$ cat src/rtl/bpfa_pkg.sv
// Shared types and constants for the bitmap page frame allocator.
// Used by bpfa_ctrl and bitmap_page_frame_allocator; depends on nothing.
`timescale 1ns / 1ps

package bpfa_pkg;

    // Address and page geometry.
    localparam int unsigned ADDR_W      = 32;
    localparam int unsigned PAGE_SHIFT  = 12;
    localparam logic [ADDR_W:0] PAGE_MASK = 33'h0_0000_0FFF;
    // Frame number width with one carry bit for the rounded-up start.
    localparam int unsigned FRAME_RAW_W = ADDR_W - PAGE_SHIFT + 1;

    // Configuration register indexes.
    localparam int unsigned CFG_IDX_W = 2;
    localparam logic [CFG_IDX_W-1:0] REG_ALLOC_START = 2'd0;
    localparam logic [CFG_IDX_W-1:0] REG_MEM_TOP     = 2'd1;

    // Request kinds.
    localparam logic MODE_ALLOC = 1'b0;
    localparam logic MODE_FREE  = 1'b1;

    // Request word.
    typedef struct packed {
        logic              mode;
        logic [ADDR_W-1:0] free_address;
    } t_req;

    // Result word.
    typedef struct packed {
        logic [ADDR_W-1:0] page_address;
        logic              found;
    } t_res;

    // Memory strobes from the sequencer.
    typedef struct packed {
        logic re;
        logic we;
    } t_mem_ctl;

    // Sequencer states.
    typedef enum logic [2:0] {
        S_CLEAR,
        S_IDLE,
        S_SETUP,
        S_FREE_RD,
        S_FREE_WR,
        S_SCAN_RD,
        S_SCAN_CHK
    } t_state;

endpackage

$ cat src/rtl/bpfa_find.sv
// Find-first-free unit: masks one bitmap word to the usable range and finds its lowest free bit.
// Depends on nothing outside this file.
`timescale 1ns / 1ps

module bpfa_find #(
    parameter int unsigned WORD_BITS = 32
) (
    input  logic [WORD_BITS-1:0]         i_word,
    input  logic                         i_first,
    input  logic                         i_last,
    input  logic [$clog2(WORD_BITS)-1:0] i_lo_bit,
    input  logic [$clog2(WORD_BITS)-1:0] i_hi_bit,
    output logic                         o_hit,
    output logic [$clog2(WORD_BITS)-1:0] o_bit,
    output logic [WORD_BITS-1:0]         o_word
);

    localparam int unsigned BIW = $clog2(WORD_BITS);

    logic [WORD_BITS-1:0] lo_mask;
    logic [WORD_BITS-1:0] hi_mask;
    logic [WORD_BITS-1:0] cand;

    // Bits below the first frame or above the last frame do not take part.
    always_comb begin
        lo_mask = i_first ? ({WORD_BITS{1'b1}} << i_lo_bit) : {WORD_BITS{1'b1}};
        hi_mask = i_last ? ({WORD_BITS{1'b1}} >> (BIW'(WORD_BITS - 1) - i_hi_bit))
                         : {WORD_BITS{1'b1}};
        cand    = ~i_word & lo_mask & hi_mask;
    end

    // Priority search for the lowest free bit.
    always_comb begin
        o_bit = '0;
        for (int i = WORD_BITS - 1; i >= 0; i--) begin
            if (cand[i]) begin
                o_bit = BIW'(i);
            end
        end
        o_hit  = |cand;
        o_word = i_word | ({{(WORD_BITS-1){1'b0}}, 1'b1} << o_bit);
    end

endmodule

$ cat src/rtl/bpfa_ctrl.sv
// Sequencer of the allocator: clears the bitmap, scans it word by word and updates it.
// Depends on bpfa_pkg and bpfa_find.
`timescale 1ns / 1ps

module bpfa_ctrl #(
    parameter int unsigned FRAME_COUNT      = 1048576,
    parameter int unsigned BITMAP_WORD_BITS = 32,
    parameter int unsigned WIW              = 15
) (
    input  logic                          i_clk,
    input  logic                          i_rst_n,
    input  logic                          start,
    output logic                          busy,
    input  bpfa_pkg::t_req                i_req,
    input  logic [bpfa_pkg::ADDR_W-1:0]   i_alloc_start,
    input  logic [bpfa_pkg::ADDR_W-1:0]   i_mem_top,
    output bpfa_pkg::t_mem_ctl            o_mem_ctl,
    output logic [WIW-1:0]                o_mem_addr,
    output logic [BITMAP_WORD_BITS-1:0]   o_mem_wdata,
    input  logic [BITMAP_WORD_BITS-1:0]   i_mem_rdata,
    output logic                          o_res_valid,
    output bpfa_pkg::t_res                o_res
);

    localparam int unsigned WB  = BITMAP_WORD_BITS;
    localparam int unsigned WORD_COUNT = (FRAME_COUNT + WB - 1) / WB;
    localparam int unsigned BIW = $clog2(WB);
    localparam int unsigned FNW = $clog2(FRAME_COUNT + 1);
    localparam int unsigned RW  = bpfa_pkg::FRAME_RAW_W;
    localparam int unsigned XW  = (RW > WIW + BIW) ? RW : WIW + BIW;
    localparam int unsigned AW  = bpfa_pkg::ADDR_W;

    bpfa_pkg::t_state r_state, n_state;

    logic           r_mode, n_mode;
    logic [RW-1:0]  r_frame, n_frame;
    logic [FNW-1:0] r_lo, n_lo;
    logic [FNW-1:0] r_hi, n_hi;
    logic [WIW-1:0] r_word, n_word;
    logic           r_res_valid, n_res_valid;
    bpfa_pkg::t_res r_res, n_res;

    logic [RW-1:0]  raw_lo;
    logic [RW-1:0]  raw_hi;
    logic [RW-1:0]  lim;
    logic [FNW-1:0] lo_c;
    logic [FNW-1:0] hi_c;
    logic [XW-1:0]  lo_x;
    logic [XW-1:0]  hl_x;
    logic [XW-1:0]  fr_x;
    logic           in_range;
    logic           empty;
    logic           last_word;
    logic           f_hit;
    logic [BIW-1:0] f_bit;
    logic [WB-1:0]  f_word;

    // Usable frame range from the registers, both ends clamped to the store.
    always_comb begin
        raw_lo = RW'(({1'b0, i_alloc_start} + bpfa_pkg::PAGE_MASK) >> bpfa_pkg::PAGE_SHIFT);
        raw_hi = RW'(i_mem_top >> bpfa_pkg::PAGE_SHIFT);
        lim    = RW'(FRAME_COUNT);
        lo_c   = (raw_lo > lim) ? FNW'(lim) : FNW'(raw_lo);
        hi_c   = (raw_hi > lim) ? FNW'(lim) : FNW'(raw_hi);
    end

    // Word and bit positions of the range ends and of the frame to free.
    always_comb begin
        lo_x      = XW'(r_lo);
        hl_x      = XW'(r_hi - FNW'(1));
        fr_x      = XW'(r_frame);
        empty     = (r_lo >= r_hi);
        in_range  = (RW'(r_lo) <= r_frame) && (r_frame < RW'(r_hi));
        last_word = (r_word == hl_x[BIW +: WIW]);
    end

    bpfa_find #(
        .WORD_BITS (WB)
    ) u_find (
        .i_word   (i_mem_rdata),
        .i_first  (r_word == lo_x[BIW +: WIW]),
        .i_last   (last_word),
        .i_lo_bit (lo_x[BIW-1:0]),
        .i_hi_bit (hl_x[BIW-1:0]),
        .o_hit    (f_hit),
        .o_bit    (f_bit),
        .o_word   (f_word)
    );

    // Next state.
    always_comb begin
        n_state = r_state;
        case (r_state)
            bpfa_pkg::S_CLEAR: begin
                if (r_word == WIW'(WORD_COUNT - 1)) begin
                    n_state = bpfa_pkg::S_IDLE;
                end
            end
            bpfa_pkg::S_IDLE: begin
                if (start) begin
                    n_state = bpfa_pkg::S_SETUP;
                end
            end
            bpfa_pkg::S_SETUP: begin
                if (r_mode == bpfa_pkg::MODE_FREE) begin
                    n_state = in_range ? bpfa_pkg::S_FREE_RD : bpfa_pkg::S_IDLE;
                end else begin
                    n_state = empty ? bpfa_pkg::S_IDLE : bpfa_pkg::S_SCAN_RD;
                end
            end
            bpfa_pkg::S_FREE_RD:  n_state = bpfa_pkg::S_FREE_WR;
            bpfa_pkg::S_FREE_WR:  n_state = bpfa_pkg::S_IDLE;
            bpfa_pkg::S_SCAN_RD:  n_state = bpfa_pkg::S_SCAN_CHK;
            bpfa_pkg::S_SCAN_CHK: begin
                n_state = (f_hit || last_word) ? bpfa_pkg::S_IDLE : bpfa_pkg::S_SCAN_RD;
            end
            default: n_state = bpfa_pkg::S_IDLE;
        endcase
    end

    // Datapath controls, memory strobes and next register values.
    always_comb begin
        n_mode      = r_mode;
        n_frame     = r_frame;
        n_lo        = r_lo;
        n_hi        = r_hi;
        n_word      = r_word;
        n_res_valid = 1'b0;
        n_res       = r_res;
        o_mem_ctl   = '0;
        o_mem_addr  = r_word;
        o_mem_wdata = f_word;
        busy        = (r_state != bpfa_pkg::S_IDLE);
        case (r_state)
            bpfa_pkg::S_CLEAR: begin
                o_mem_ctl.we = 1'b1;
                o_mem_wdata  = '0;
                n_word       = r_word + WIW'(1);
            end
            bpfa_pkg::S_IDLE: begin
                if (start) begin
                    n_mode  = i_req.mode;
                    n_frame = RW'(i_req.free_address >> bpfa_pkg::PAGE_SHIFT);
                    n_lo    = lo_c;
                    n_hi    = hi_c;
                end
            end
            bpfa_pkg::S_SETUP: begin
                n_word = lo_x[BIW +: WIW];
                if (r_mode == bpfa_pkg::MODE_ALLOC && empty) begin
                    n_res_valid = 1'b1;
                    n_res       = '0;
                end
            end
            bpfa_pkg::S_FREE_RD: begin
                o_mem_ctl.re = 1'b1;
                o_mem_addr   = fr_x[BIW +: WIW];
            end
            bpfa_pkg::S_FREE_WR: begin
                o_mem_ctl.we = 1'b1;
                o_mem_addr   = fr_x[BIW +: WIW];
                o_mem_wdata  = i_mem_rdata & ~({{(WB-1){1'b0}}, 1'b1} << fr_x[BIW-1:0]);
            end
            bpfa_pkg::S_SCAN_RD: begin
                o_mem_ctl.re = 1'b1;
            end
            bpfa_pkg::S_SCAN_CHK: begin
                if (f_hit) begin
                    // Claim the frame and report its address.
                    o_mem_ctl.we       = 1'b1;
                    n_res_valid        = 1'b1;
                    n_res.found        = 1'b1;
                    n_res.page_address = AW'({r_word, f_bit}) << bpfa_pkg::PAGE_SHIFT;
                end else if (last_word) begin
                    n_res_valid = 1'b1;
                    n_res       = '0;
                end else begin
                    n_word = r_word + WIW'(1);
                end
            end
            default: ;
        endcase
    end

    // Control registers.
    always_ff @(posedge i_clk) begin
        if (!i_rst_n) begin
            r_state     <= bpfa_pkg::S_CLEAR;
            r_word      <= '0;
            r_res_valid <= 1'b0;
        end else begin
            r_state     <= n_state;
            r_word      <= n_word;
            r_res_valid <= n_res_valid;
        end
    end

    // Request and result payload registers.
    always_ff @(posedge i_clk) begin
        r_mode  <= n_mode;
        r_frame <= n_frame;
        r_lo    <= n_lo;
        r_hi    <= n_hi;
        r_res   <= n_res;
    end

    assign o_res_valid = r_res_valid;
    assign o_res       = r_res;

endmodule

$ cat config.mk
export PLATFORM = sky130hd
export DESIGN_NAME = bpfa_ctrl
export DESIGN_NICKNAME = d
export VERILOG_FILES = /design/src/rtl/bpfa_pkg.sv /design/src/rtl/bpfa_find.sv /design/src/rtl/bpfa_ctrl.sv
export SDC_FILE = /design/constraint.sdc
export NUM_CORES = 1
export LEC_CHECK = 0
export BUFFER_PORTS_ARGS = -buffer_cell sky130_fd_sc_hd__clkbuf_2
export CAP_MARGIN = 40
export CELL_PAD_IN_SITES_DETAIL_PLACEMENT = 2
export CELL_PAD_IN_SITES_GLOBAL_PLACEMENT = 2
export CORE_ASPECT_RATIO = 0.7
export CORE_UTILIZATION = 29
export DETAILED_ROUTE_END_ITERATION = 10
export PLACE_DENSITY = 0.74
export SLEW_MARGIN = 20
export SYNTH_ARGS = -nofsm -noshare
export SYNTH_HDL_FRONTEND = slang
export SYNTH_SLANG_ARGS = --single-unit
$ cat constraint.sdc
create_clock -name i_clk -period 4.65 [get_ports i_clk]
set_clock_uncertainty 0.2 [all_clocks]
set_input_delay 0.465 -clock i_clk [delete_from_list [all_inputs] [get_ports i_clk]]
set_output_delay 0.465 -clock i_clk [all_outputs]
set_load 0.01 [all_outputs]
==> impl_metrics.tcl, run 1 <==
set metrics [dict create \
    placedCellCount 1916 \
    cts_max_level 3 \
    netlist_instances 1127 \
    power.net_switching_mw 0.565 \
    drtAntennaViolNets 0 \
    synth-async-reset-ratio 0 \
    cts_root_buffer "clkbuf_16" \
    power.leakage_nw 6.33 \
    critPathKind "flop to primary output" \
    p_comb_frac 0.149 \
    slew_violations 0 \
    power_density_nw_per_um2 148 \
    drt_first_pass_iters 5 \
    hold_buffers 0 \
    grt_usage 0.312 \
    nets 1740 \
    synth.distinct_cells 88 \
    dieArea_um2 33600 \
    switching_share 0.268 \
    slew-limit-headroom 0.410 \
    p_int_mw 1.54 \
    rsz0062_at_grt "yes" \
    fp.dieH_um 154 \
    dr.first_iter.drc_count 920 \
    layout_commonest_cell "buf_4" \
    max_freq_ghz 0.180 \
    synth_edf_count 83 \
    vias 11367 \
    dp_hpwl_mm 42.3 \
    clk_pin_slew_worst_paths_ps 80 \
    synth-main-ff-cell "edfxtp_1" \
    numCtsBuffers 9 \
    num_antenna_cells 0 \
    setup_ws_ps -916 \
    remaining_drc_errors 0 \
    post-route-util 0.442 \
    wire_per_inst_um 28.3 \
    hold_viol 0 \
    hold_path.class "primary input to flop" \
    cap_viol_max_count 0 \
    startpoint_type "flop" \
    grt_pass1_vias 11777 \
    pwr-share-clk 0.381 \
    setup_tns_ps -34180 \
    violations "negative setup slack" \
    irDropWorstVdd_mv 0.185 \
    fin_crit_sh 1.20 \
    antenna_found_initial 1 \
    grt_use_met2 0.454 \
    seqPwrFrac 0.470 \
    grt_pass1_wl_mm 76.5 \
    worstSetupEndpointType "primary output" \
    ys_warn_count 0 \
    grtUsageMet1 0.429 \
    mostFrequentLayoutCells "buf_4, clkbuf_2, nand2_1, edfxtp_1, nor2_1" \
    grt_max_degree 34 \
    syn_area_per_cell_um2 8.45 \
    status "finished, violations left" \
    rows 55 \
    crit_required_ps 3980 \
    drt-vias-per-instance 5.75 \
    syn2layout_area_growth_pct 49.7 \
    ioPinCount 216 \
    die_w_um 219 \
    start_util 0.295 \
    globalplace.congestion 0.981 \
    ys_ff_latch 102 \
    top_usage_layer "met2" \
    syn_area_um2 9520 \
    overflow 0 \
    fp.coreArea_um2 32300 \
    insertion_delay_ps 380 \
    stdcell_count 1977 \
    ys_seq_area_frac 0.302 \
    crit_arrival_ps 4900 \
    numPortBuffers 179 \
    pre_cts_ws_ps -1050 \
    cts.sinks 102 \
    use_met3 0.109 \
    holdWs_ps 56.6 \
    finalSetupViolations 81 \
    cts_tree "yes" \
    path_max_fanout 5 \
    min_period_ps 5570 \
    layout-drive-gt1-share 0.421 \
    routed_wl_mm 56.0 \
    tightest_slew_ps 883 \
    clockBufferDepth 2 \
]
-- power by group through the flow --
stage | clock network (mW) | logic (mW) | registers [mW]
3_3_place_gp | 0 | 0.244 | 1.01
3_5_place_dp | 0 | 0.251 | 1.01
6_report | 0.804 | 0.315 | 0.990
4_1_cts | 0.811 | 0.276 | 0.989
5_1_grt | 0.842 | 0.328 | 0.990
2_1_floorplan | 0 | 0.109 | 1.01
-- state kept, by name, summed over array words and instances (netlist names) --
| register | flops |
|---|---|
| r_state | 3 |
| o_res | 21 |
| o_res_valid | 1 |
| r_hi | 20 |
| fr_x | 20 |
| r_mode | 1 |
| r_word | 15 |
| lo_x | 21 |
-- logic make-up after synthesis --
| family | Yosys count | share of synthesized area |
|---|---|---|
| AOI/OAI and AO/OA | 345 | 0.251 |
| xor gates and xnor gates | 61 | 0.0576 |
| adders and majority gates | 63 | 0.0828 |
| buffers and inverters | 131 | 0.0616 |
| DFF | 102 | 0.302 |
| muxes | 19 | 0.0221 |
| other | 1 | 0.000394 |
| and+or+nand+nor | 405 | 0.223 |
-- timing repair --
item,CTS,global route
pin swaps,59,33
resized for setup,131,101
setup buffers,25,25
endpoints found under the setup margin,91,91
gates cloned,2,3
-- metrics by stage --
stage                     area (um2)  total power [mW]
final                          14300              2.11
after global routing           14300              2.16
after CTS                      13700              2.08
after detailed placement       12600              1.26
after global placement         12600              1.25
after floorplan                 9580              1.12
-- Yosys cell counts (6+ instances only) --
| cell | count | area share |
|---|---|---|
| a211o_1 | 10 | 0.0092 |
| a21o_1 | 39 | 0.031 |
| a21oi_1 | 49 | 0.026 |
| a22o_1 | 24 | 0.022 |
| a22oi_1 | 7 | 0.0055 |
| a311oi_1 | 7 | 0.0064 |
| a31oi_1 | 20 | 0.013 |
| and2_1 | 36 | 0.024 |
| and3_1 | 12 | 0.0079 |
| and4_1 | 7 | 0.0064 |
| buf_2 | 10 | 0.0053 |
| buf_4 | 16 | 0.013 |
| clkbuf_1 | 41 | 0.016 |
| dfxtp_1 | 19 | 0.040 |
| edfxtp_1 | 83 | 0.26 |
| ha_1 | 63 | 0.083 |
| inv_1 | 55 | 0.022 |
| mux2_2 | 16 | 0.019 |
| nand2_1 | 126 | 0.050 |
| nand2b_1 | 18 | 0.012 |
| nand3_1 | 25 | 0.013 |
| nand4_1 | 19 | 0.012 |
| nor2_1 | 79 | 0.031 |
| nor2b_1 | 10 | 0.0066 |
| nor3_1 | 12 | 0.0063 |
| nor4_1 | 12 | 0.0079 |
| o211ai_1 | 7 | 0.0055 |
| o21a_1 | 13 | 0.010 |
| o21ai_0 | 70 | 0.037 |
| o21ai_1 | 21 | 0.011 |
| o22ai_1 | 9 | 0.0059 |
| o31ai_1 | 10 | 0.0079 |
| or2_2 | 15 | 0.0099 |
| or3_1 | 6 | 0.0039 |
| xnor2_1 | 43 | 0.040 |
| xor2_1 | 17 | 0.016 |
-- critical path, stage by stage (launching register included) --
cell	delay (ps)
edfxtp_1	380
inv_2	70
ha_4	160
nor4b_4	130
buf_4	150
buf_6	110
and4_1	160
or4_4	570
a211oi_1	210
nand4_1	120
buf_4	200
or2_4	260
buf_4	160
a211oi_2	230
nand4_1	300
o2111ai_4	340
buf_6	160
buf_6	100
nand2b_4	60
nand2b_4	160
a221oi_2	290
buf_2	180
-- layout make-up --
cell class,count,area [um2]
clock inverter,5,36.3
clock buffer,11,264
multi-input combinational,905,6890
fill,3504,18000
sequential,102,2870
timing repair buffer,471,3440
inverter,56,218
tap,427,534
-- routing by layer --
layer / share of wire / vias to the layer above / wire, um
met5: 0 / - / 0
met4: 0.027 / 0 / 1490
met3: 0.087 / 88 / 4880
met2: 0.44 / 484 / 24400
met1: 0.45 / 5814 / 25300
li1: - / 4981 / -
-- final timing paths --
check	start	end	slack, ps	depth (start not counted)
max reg2reg	r_hi[0]	r_word[14]	-430	20
min	i_req[28]	fr_x[16]	60	1
min reg2reg	r_state[1]	r_state[2]	450	2
max	r_hi[1]	o_mem_wdata[4]	-920	21
Note: power is estimated with default switching activity, not from simulation.
==> inputs of run 2 (changes only) <==
- CORE_UTILIZATION: 29 -> 30
- CTS_BUF_LIST: not set -> sky130_fd_sc_hd__clkbuf_2 sky130_fd_sc_hd__clkbuf_4 sky130_fd_sc_hd__clkbuf_8
- PLACE_DENSITY: 0.74 -> 0.76
==> impl_metrics.tcl, run 2 (synthesized netlist as in run 1, its figures left out) <==
set metrics [dict create \
    p_comb_frac 0.173 \
    crit_family "simple AND/OR/NAND/NOR gates" \
    grt_usage 0.334 \
    min_path_cells 1 \
    ioPinCount 216 \
    max_freq_ghz 0.174 \
    post-route-util 0.459 \
    overflow 0 \
    crit_buf_inv 4 \
    fp.dieH_um 151 \
    remaining_drc_errors 0 \
    wire_per_inst_um 29.1 \
    slew-limit-headroom 0.487 \
    critPathKind "flop to primary output" \
    globalplace.congestion 0.935 \
    setup_ws_ps -1080 \
    min_to "r_hi[1]" \
    vias 11655 \
    final_cell_area_um2 14300 \
    max_stage_delay_ps 460 \
    dp_hpwl_mm 40.1 \
    crit_chain "inv_2 > ha_4 > nor4b_4 > nand4_1 > or3_4 > a2111oi_4 > nand3_2 > nor2_2 > a22oi_1 > a2111oi_4 > a31oi_1 > buf_4 > nor4_4 > buf_4 > nand2b_4 > a221oi_2 > buf_2" \
    worstSetupEndpointType "primary output" \
    power.net_switching_mw 0.569 \
    rsz0062_at_grt "yes" \
    grt_max_degree 47 \
    cts_max_level 3 \
    tightest_slew_ps 769 \
    drtAntennaViolNets 0 \
    fillers 3366 \
    fp.coreArea_um2 31200 \
    regToRegSetupSlack_ps -560 \
    grt_pass1_vias 12005 \
    drt_first_pass_iters 5 \
    numPortBuffers 179 \
    hold_path.class "primary input to flop" \
    min_period_ps 5730 \
    rr_endpoint "r_word[6]" \
    p_int_mw 1.40 \
    place_area_um2 12400 \
    irDropWorstVdd_mv 0.182 \
    crit_arrival_ps 5070 \
    switching_share 0.290 \
    die_w_um 215 \
    pre_cts_ws_ps -620 \
    syn2layout_area_growth_pct 50.4 \
    numCtsBuffers 9 \
    start_util 0.305 \
    r2r_start "r_hi[0]" \
    pwr-share-clk 0.323 \
    violations "negative setup slack" \
    layout_commonest_cell "buf_4" \
    slowest_stage "or3_4" \
    path_max_fanout 4 \
    antenna_found_initial 3 \
    seqPwrFrac 0.504 \
    clockBufferDepth 2 \
    dieArea_um2 32500 \
    crit_required_ps 3980 \
    cts_root_buffer "clkbuf_8" \
    power_density_nw_per_um2 137 \
    fin_crit_sh 1.23 \
    power.leakage_nw 6.28 \
    cap_viol_max_count 0 \
    mostFrequentLayoutCells "buf_4, clkbuf_2, nand2_1, edfxtp_1, nor2_1" \
    grt_pass1_wl_mm 79.6 \
    hold_start "i_mem_top[13]" \
    insertion_delay_ps 460 \
    rows 54 \
    routed_wl_mm 57.7 \
    startpoint_type "flop" \
    drt-vias-per-instance 5.88 \
    cts_tree "yes" \
    status "finished, violations left" \
    finalSetupViolations 91 \
    cts.sinks 102 \
    slew_violations 0 \
    hold_viol 0 \
    clk_pin_slew_worst_paths_ps 130 \
    nets 1752 \
    dr.first_iter.drc_count 941 \
    layout-drive-gt1-share 0.401 \
    r2r_cells 23 \
]
-- run 2: area by class of cell --
| type | count | area, um2 | area share |
|---|---|---|---|
| flip-flops and latches | 102 | 2870 | 0.201 |
| well taps | 420 | 526 | 0.0367 |
| diodes | 1 | 2.50 | 0.000175 |
| clock inverters | 7 | 73.8 | 0.00515 |
| clock buffers | 9 | 124 | 0.00865 |
| repair buffers | 482 | 3580 | 0.250 |
| multi-input cells | 906 | 6920 | 0.483 |
| inverters | 56 | 215 | 0.0150 |
-- run 2: routing by layer --
metal / vias to the layer above / share of wire / global-route usage
li1: 4998 / - / -
met1: 5957 / 0.43 / 0.458
met2: 593 / 0.45 / 0.523
met3: 107 / 0.087 / 0.0777
met4: 0 / 0.029 / 0.0961
met5: - / 0 / 0
-- run 2: power by group through the flow --
stage / Sequential (mW) / Combinational [mW] / Clock [mW]
2_1_floorplan: 1.01 / 0.109 / 0
3_3_place_gp: 1.01 / 0.240 / 0
3_5_place_dp: 1.01 / 0.247 / 0
4_1_cts: 0.989 / 0.299 / 0.630
5_1_grt: 0.990 / 0.352 / 0.670
6_report: 0.990 / 0.339 / 0.635
-- run 2: how the worst max path moves through the flow --
| stage | startpoint | to | cells past startpoint |
|---|---|---|---|
| final | r_hi[0] | o_mem_wdata[4] | 17 |
| after global routing | r_hi[0] | o_mem_wdata[4] | 17 |
| after CTS | r_hi[1] | o_mem_wdata[0] | 17 |
| after detailed placement | r_hi[1] | o_mem_wdata[21] | 19 |
| after global placement | r_hi[0] | o_mem_wdata[24] | 17 |
| after floorplan | r_hi[1] | o_mem_wdata[24] | 14 |
-- run 2: stage by stage --
step                std cells  TNS (ps)  hold slack, ps  total power, mW
floorplan                1138     -24.9             352             1.12
global placement         1883    -12330             389             1.25
detailed placement       1884    -20890             417             1.26
CTS                      1960    -23500           0.741             1.92
global route             1982    -58450            2.07             2.01
finish                   1983    -47840            18.6             1.96
-- run 2: what timing repair did --
item                                    4_1_cts  5_1_grt
hold buffers                                 36        1
gates resized for setup                      89      135
gates cloned                                  2        3
endpoints found under the hold margin        36        1
endpoints found under the setup margin       84       91
pin swaps                                    41       42
setup buffers                                24       23
==> inputs of run 3 (changes only) <==
--- a/config.mk
+++ b/config.mk
@@ -7,2 +7,3 @@
 export LEC_CHECK = 0
+export ABC_AREA = 1
 export BUFFER_PORTS_ARGS = -buffer_cell sky130_fd_sc_hd__clkbuf_2
@@ -12,3 +13,3 @@
 export CORE_ASPECT_RATIO = 0.7
-export CORE_UTILIZATION = 30
+export CORE_UTILIZATION = 28
 export CTS_BUF_LIST = sky130_fd_sc_hd__clkbuf_2 sky130_fd_sc_hd__clkbuf_4 sky130_fd_sc_hd__clkbuf_8
--- a/constraint.sdc
+++ b/constraint.sdc
@@ -4,2 +4,2 @@
 set_output_delay 0.465 -clock i_clk [all_outputs]
-set_load 0.01 [all_outputs]
+set_load 0.05 [all_outputs]
==> impl_metrics.tcl, run 3 <==
set metrics [dict create \
    p_int_mw 1.41 \
    wire_per_inst_um 24.8 \
    path_max_fanout 4 \
    synth_top_cell_area_share 0.277 \
    switching_share 0.271 \
    cap_viol_max_count 0 \
    grt_max_degree 63 \
    synth-main-ff-cell "edfxtp_1" \
    fp.coreArea_um2 31400 \
    syn_area_per_cell_um2 7.15 \
    clockBufferDepth 2 \
    tightest_slew_ps 904 \
    synth-async-reset-ratio 0 \
    min_to "fr_x[19]" \
    critPathKind "flop to primary output" \
    globalplace.congestion 0.964 \
    numCtsBuffers 9 \
    overflow 0 \
    drtAntennaViolNets 0 \
    rows 54 \
    status "finished, violations left" \
    p_comb_frac 0.152 \
    stdcell_count 2114 \
    mostFrequentLayoutCells "nand2_1, buf_4, clkbuf_2, inv_1, nor2_1" \
    regToRegSetupSlack_ps -620 \
    setup_ws_ps -1790 \
    max_freq_ghz 0.155 \
    power_mw 1.94 \
    nets 1884 \
    drt-vias-per-instance 5.41 \
    layout_commonest_cell "nand2_1" \
    pre_cts_ws_ps -705 \
    syn_area_um2 9010 \
    crit_arrival_ps 5780 \
    violations "negative setup slack" \
    final_cell_area_um2 14000 \
    worstSetupEndpointType "primary output" \
    grt_usage 0.294 \
    power.leakage_nw 6.29 \
    dieArea_um2 32900 \
    hold_start "i_req[31]" \
    start_util 0.287 \
    ys_warn_count 0 \
    cts_tree "yes" \
    power_density_nw_per_um2 138 \
    dr.first_iter.drc_count 959 \
    grt_pass1_vias 11831 \
    rr_endpoint "r_word[14]" \
    ioPinCount 216 \
    rsz0062_at_grt "yes" \
    numPortBuffers 179 \
    insertion_delay_ps 430 \
    synth_most_common_cell "nand2_1" \
    drt_first_pass_iters 6 \
    r2r_start "r_hi[12]" \
    cts_root_buffer "clkbuf_8" \
    antenna_found_initial 2 \
    max_stage_delay_ps 550 \
    grt_pass1_wl_mm 72.8 \
    place_area_um2 12100 \
    slew_violations 0 \
    slew-limit-headroom 0.393 \
    layout-drive-gt1-share 0.376 \
    fin_crit_sh 1.39 \
    syn2layout_area_growth_pct 55.5 \
    dp_hpwl_mm 38.0 \
    routed_wl_mm 52.4 \
    placedCellCount 2020 \
    hold_viol 0 \
    startpoint_type "flop" \
    crit_path_frequent_cell "nand2_1" \
    seqPwrFrac 0.511 \
    pwr-share-clk 0.337 \
    synth.distinct_cells 54 \
    die_w_um 216 \
    irDropWorstVdd_mv 0.161 \
    netlist_instances 1260 \
    ys_top_cells_by_area "edfxtp_1, nand2_1, ha_1" \
    synth_edf_count 83 \
    yosys-top-cells-count "nand2_1, inv_1, nor2_1" \
    slowest_stage "edfxtp_1" \
    fp.dieH_um 152 \
    finalSetupViolations 90 \
    min_path_cells 1 \
    cts_max_level 3 \
    cts.sinks 102 \
    min_period_ps 6440 \
    ys_ff_latch 102 \
    ys_seq_area_frac 0.319 \
    power.net_switching_mw 0.525 \
    hold_path.class "primary input to flop" \
    clk_pin_slew_worst_paths_ps 110 \
    remaining_drc_errors 0 \
    r2r_cells 34 \
    crit_required_ps 3980 \
    vias 11432 \
    yosysTopAreaCell "edfxtp_1" \
]
run 3: cell count changes after synthesis, sizes merged, moves of 17 or more:
cell,delta
nand2,+169
inv,+100
nand3,+72
nor2,+69
nand4,+41
a21o,-36
and2,-35
a22o,-24
xnor2,-24
nand2b,-19
clkbuf,-17
run 3: per-stage QoR:
step           hold slack [ps]  utilization  TNS (ps)
2_1_floorplan              350            -         0
3_3_place_gp               403        0.383     -9990
3_5_place_dp               413        0.384    -26180
4_1_cts                   1.39        0.423    -35230
5_1_grt                   2.99        0.446    -91880
6_report                  15.0        0.446    -74790
run 3: area by class of cell:
| cell class | count | area [um2] |
|---|---|---|
| Tap cell | 420 | 526 |
| Timing Repair Buffer | 455 | 3770 |
| Inverter | 162 | 619 |
| Antenna cell | 1 | 2.50 |
| Fill cell | 3522 | 17400 |
| Multi-Input combinational cell | 959 | 6000 |
| Clock inverter | 5 | 82.6 |
| Sequential cell | 102 | 2870 |
| Clock buffer | 10 | 131 |
run 3: critical path: cells and delay by family, from the launching register on:
kind	cells	cell delay, ps
buffers and inverters	5	600
and+or+nand+nor	37	3820
DFF	1	550
AOI/OAI and AO/OA	2	350
run 3: routing by layer:
metal | track usage | share of wire | vias to the layer above
met2 | 0.443 | 0.45 | 446
met3 | 0.0657 | 0.073 | 69
met4 | 0.0577 | 0.018 | 2
met1 | 0.427 | 0.46 | 5800
met5 | 0 | 0.00025 | -
li1 | - | - | 5115
run 3: power by group through the flow:
stage	clock network, mW	registers [mW]	logic, mW
2_1_floorplan	0	1.01	0.121
3_3_place_gp	0	1.01	0.230
3_5_place_dp	0	1.01	0.241
4_1_cts	0.661	0.988	0.264
5_1_grt	0.694	0.988	0.313
6_report	0.652	0.989	0.295
run 3: cells by family after synthesis:
logic type	synth area share
adder cells (fa/ha/maj)	0.0875
XOR/XNOR	0.0417
flip-flops	0.319
other	0.000416
buffers and inverters	0.0944
AND/OR/NAND/NOR	0.330
AO/OA/AOI/OAI	0.127
run 3: worst max-delay path by stage:
| stage | endpoint | depth (start not counted) | startpoint |
|---|---|---|---|
| after floorplan | o_mem_wdata[17] | 48 | r_hi[0] |
| after global placement | o_mem_wdata[29] | 46 | r_hi[1] |
| after detailed placement | o_mem_wdata[21] | 50 | r_hi[1] |
| after CTS | o_mem_wdata[13] | 49 | r_hi[6] |
| after global routing | o_mem_wdata[7] | 44 | r_hi[12] |
| final | o_mem_wdata[7] | 44 | r_hi[12] |
run 3: repair_timing:
action | in CTS | in global routing
resized for setup | 144 | 139
hold endpoints to repair | 21 | 2
pin swaps | 33 | 55
endpoints found under the setup margin | 88 | 90
gates cloned | 6 | 3
buffers inserted | 22 | 27
hold buffers | 21 | 2
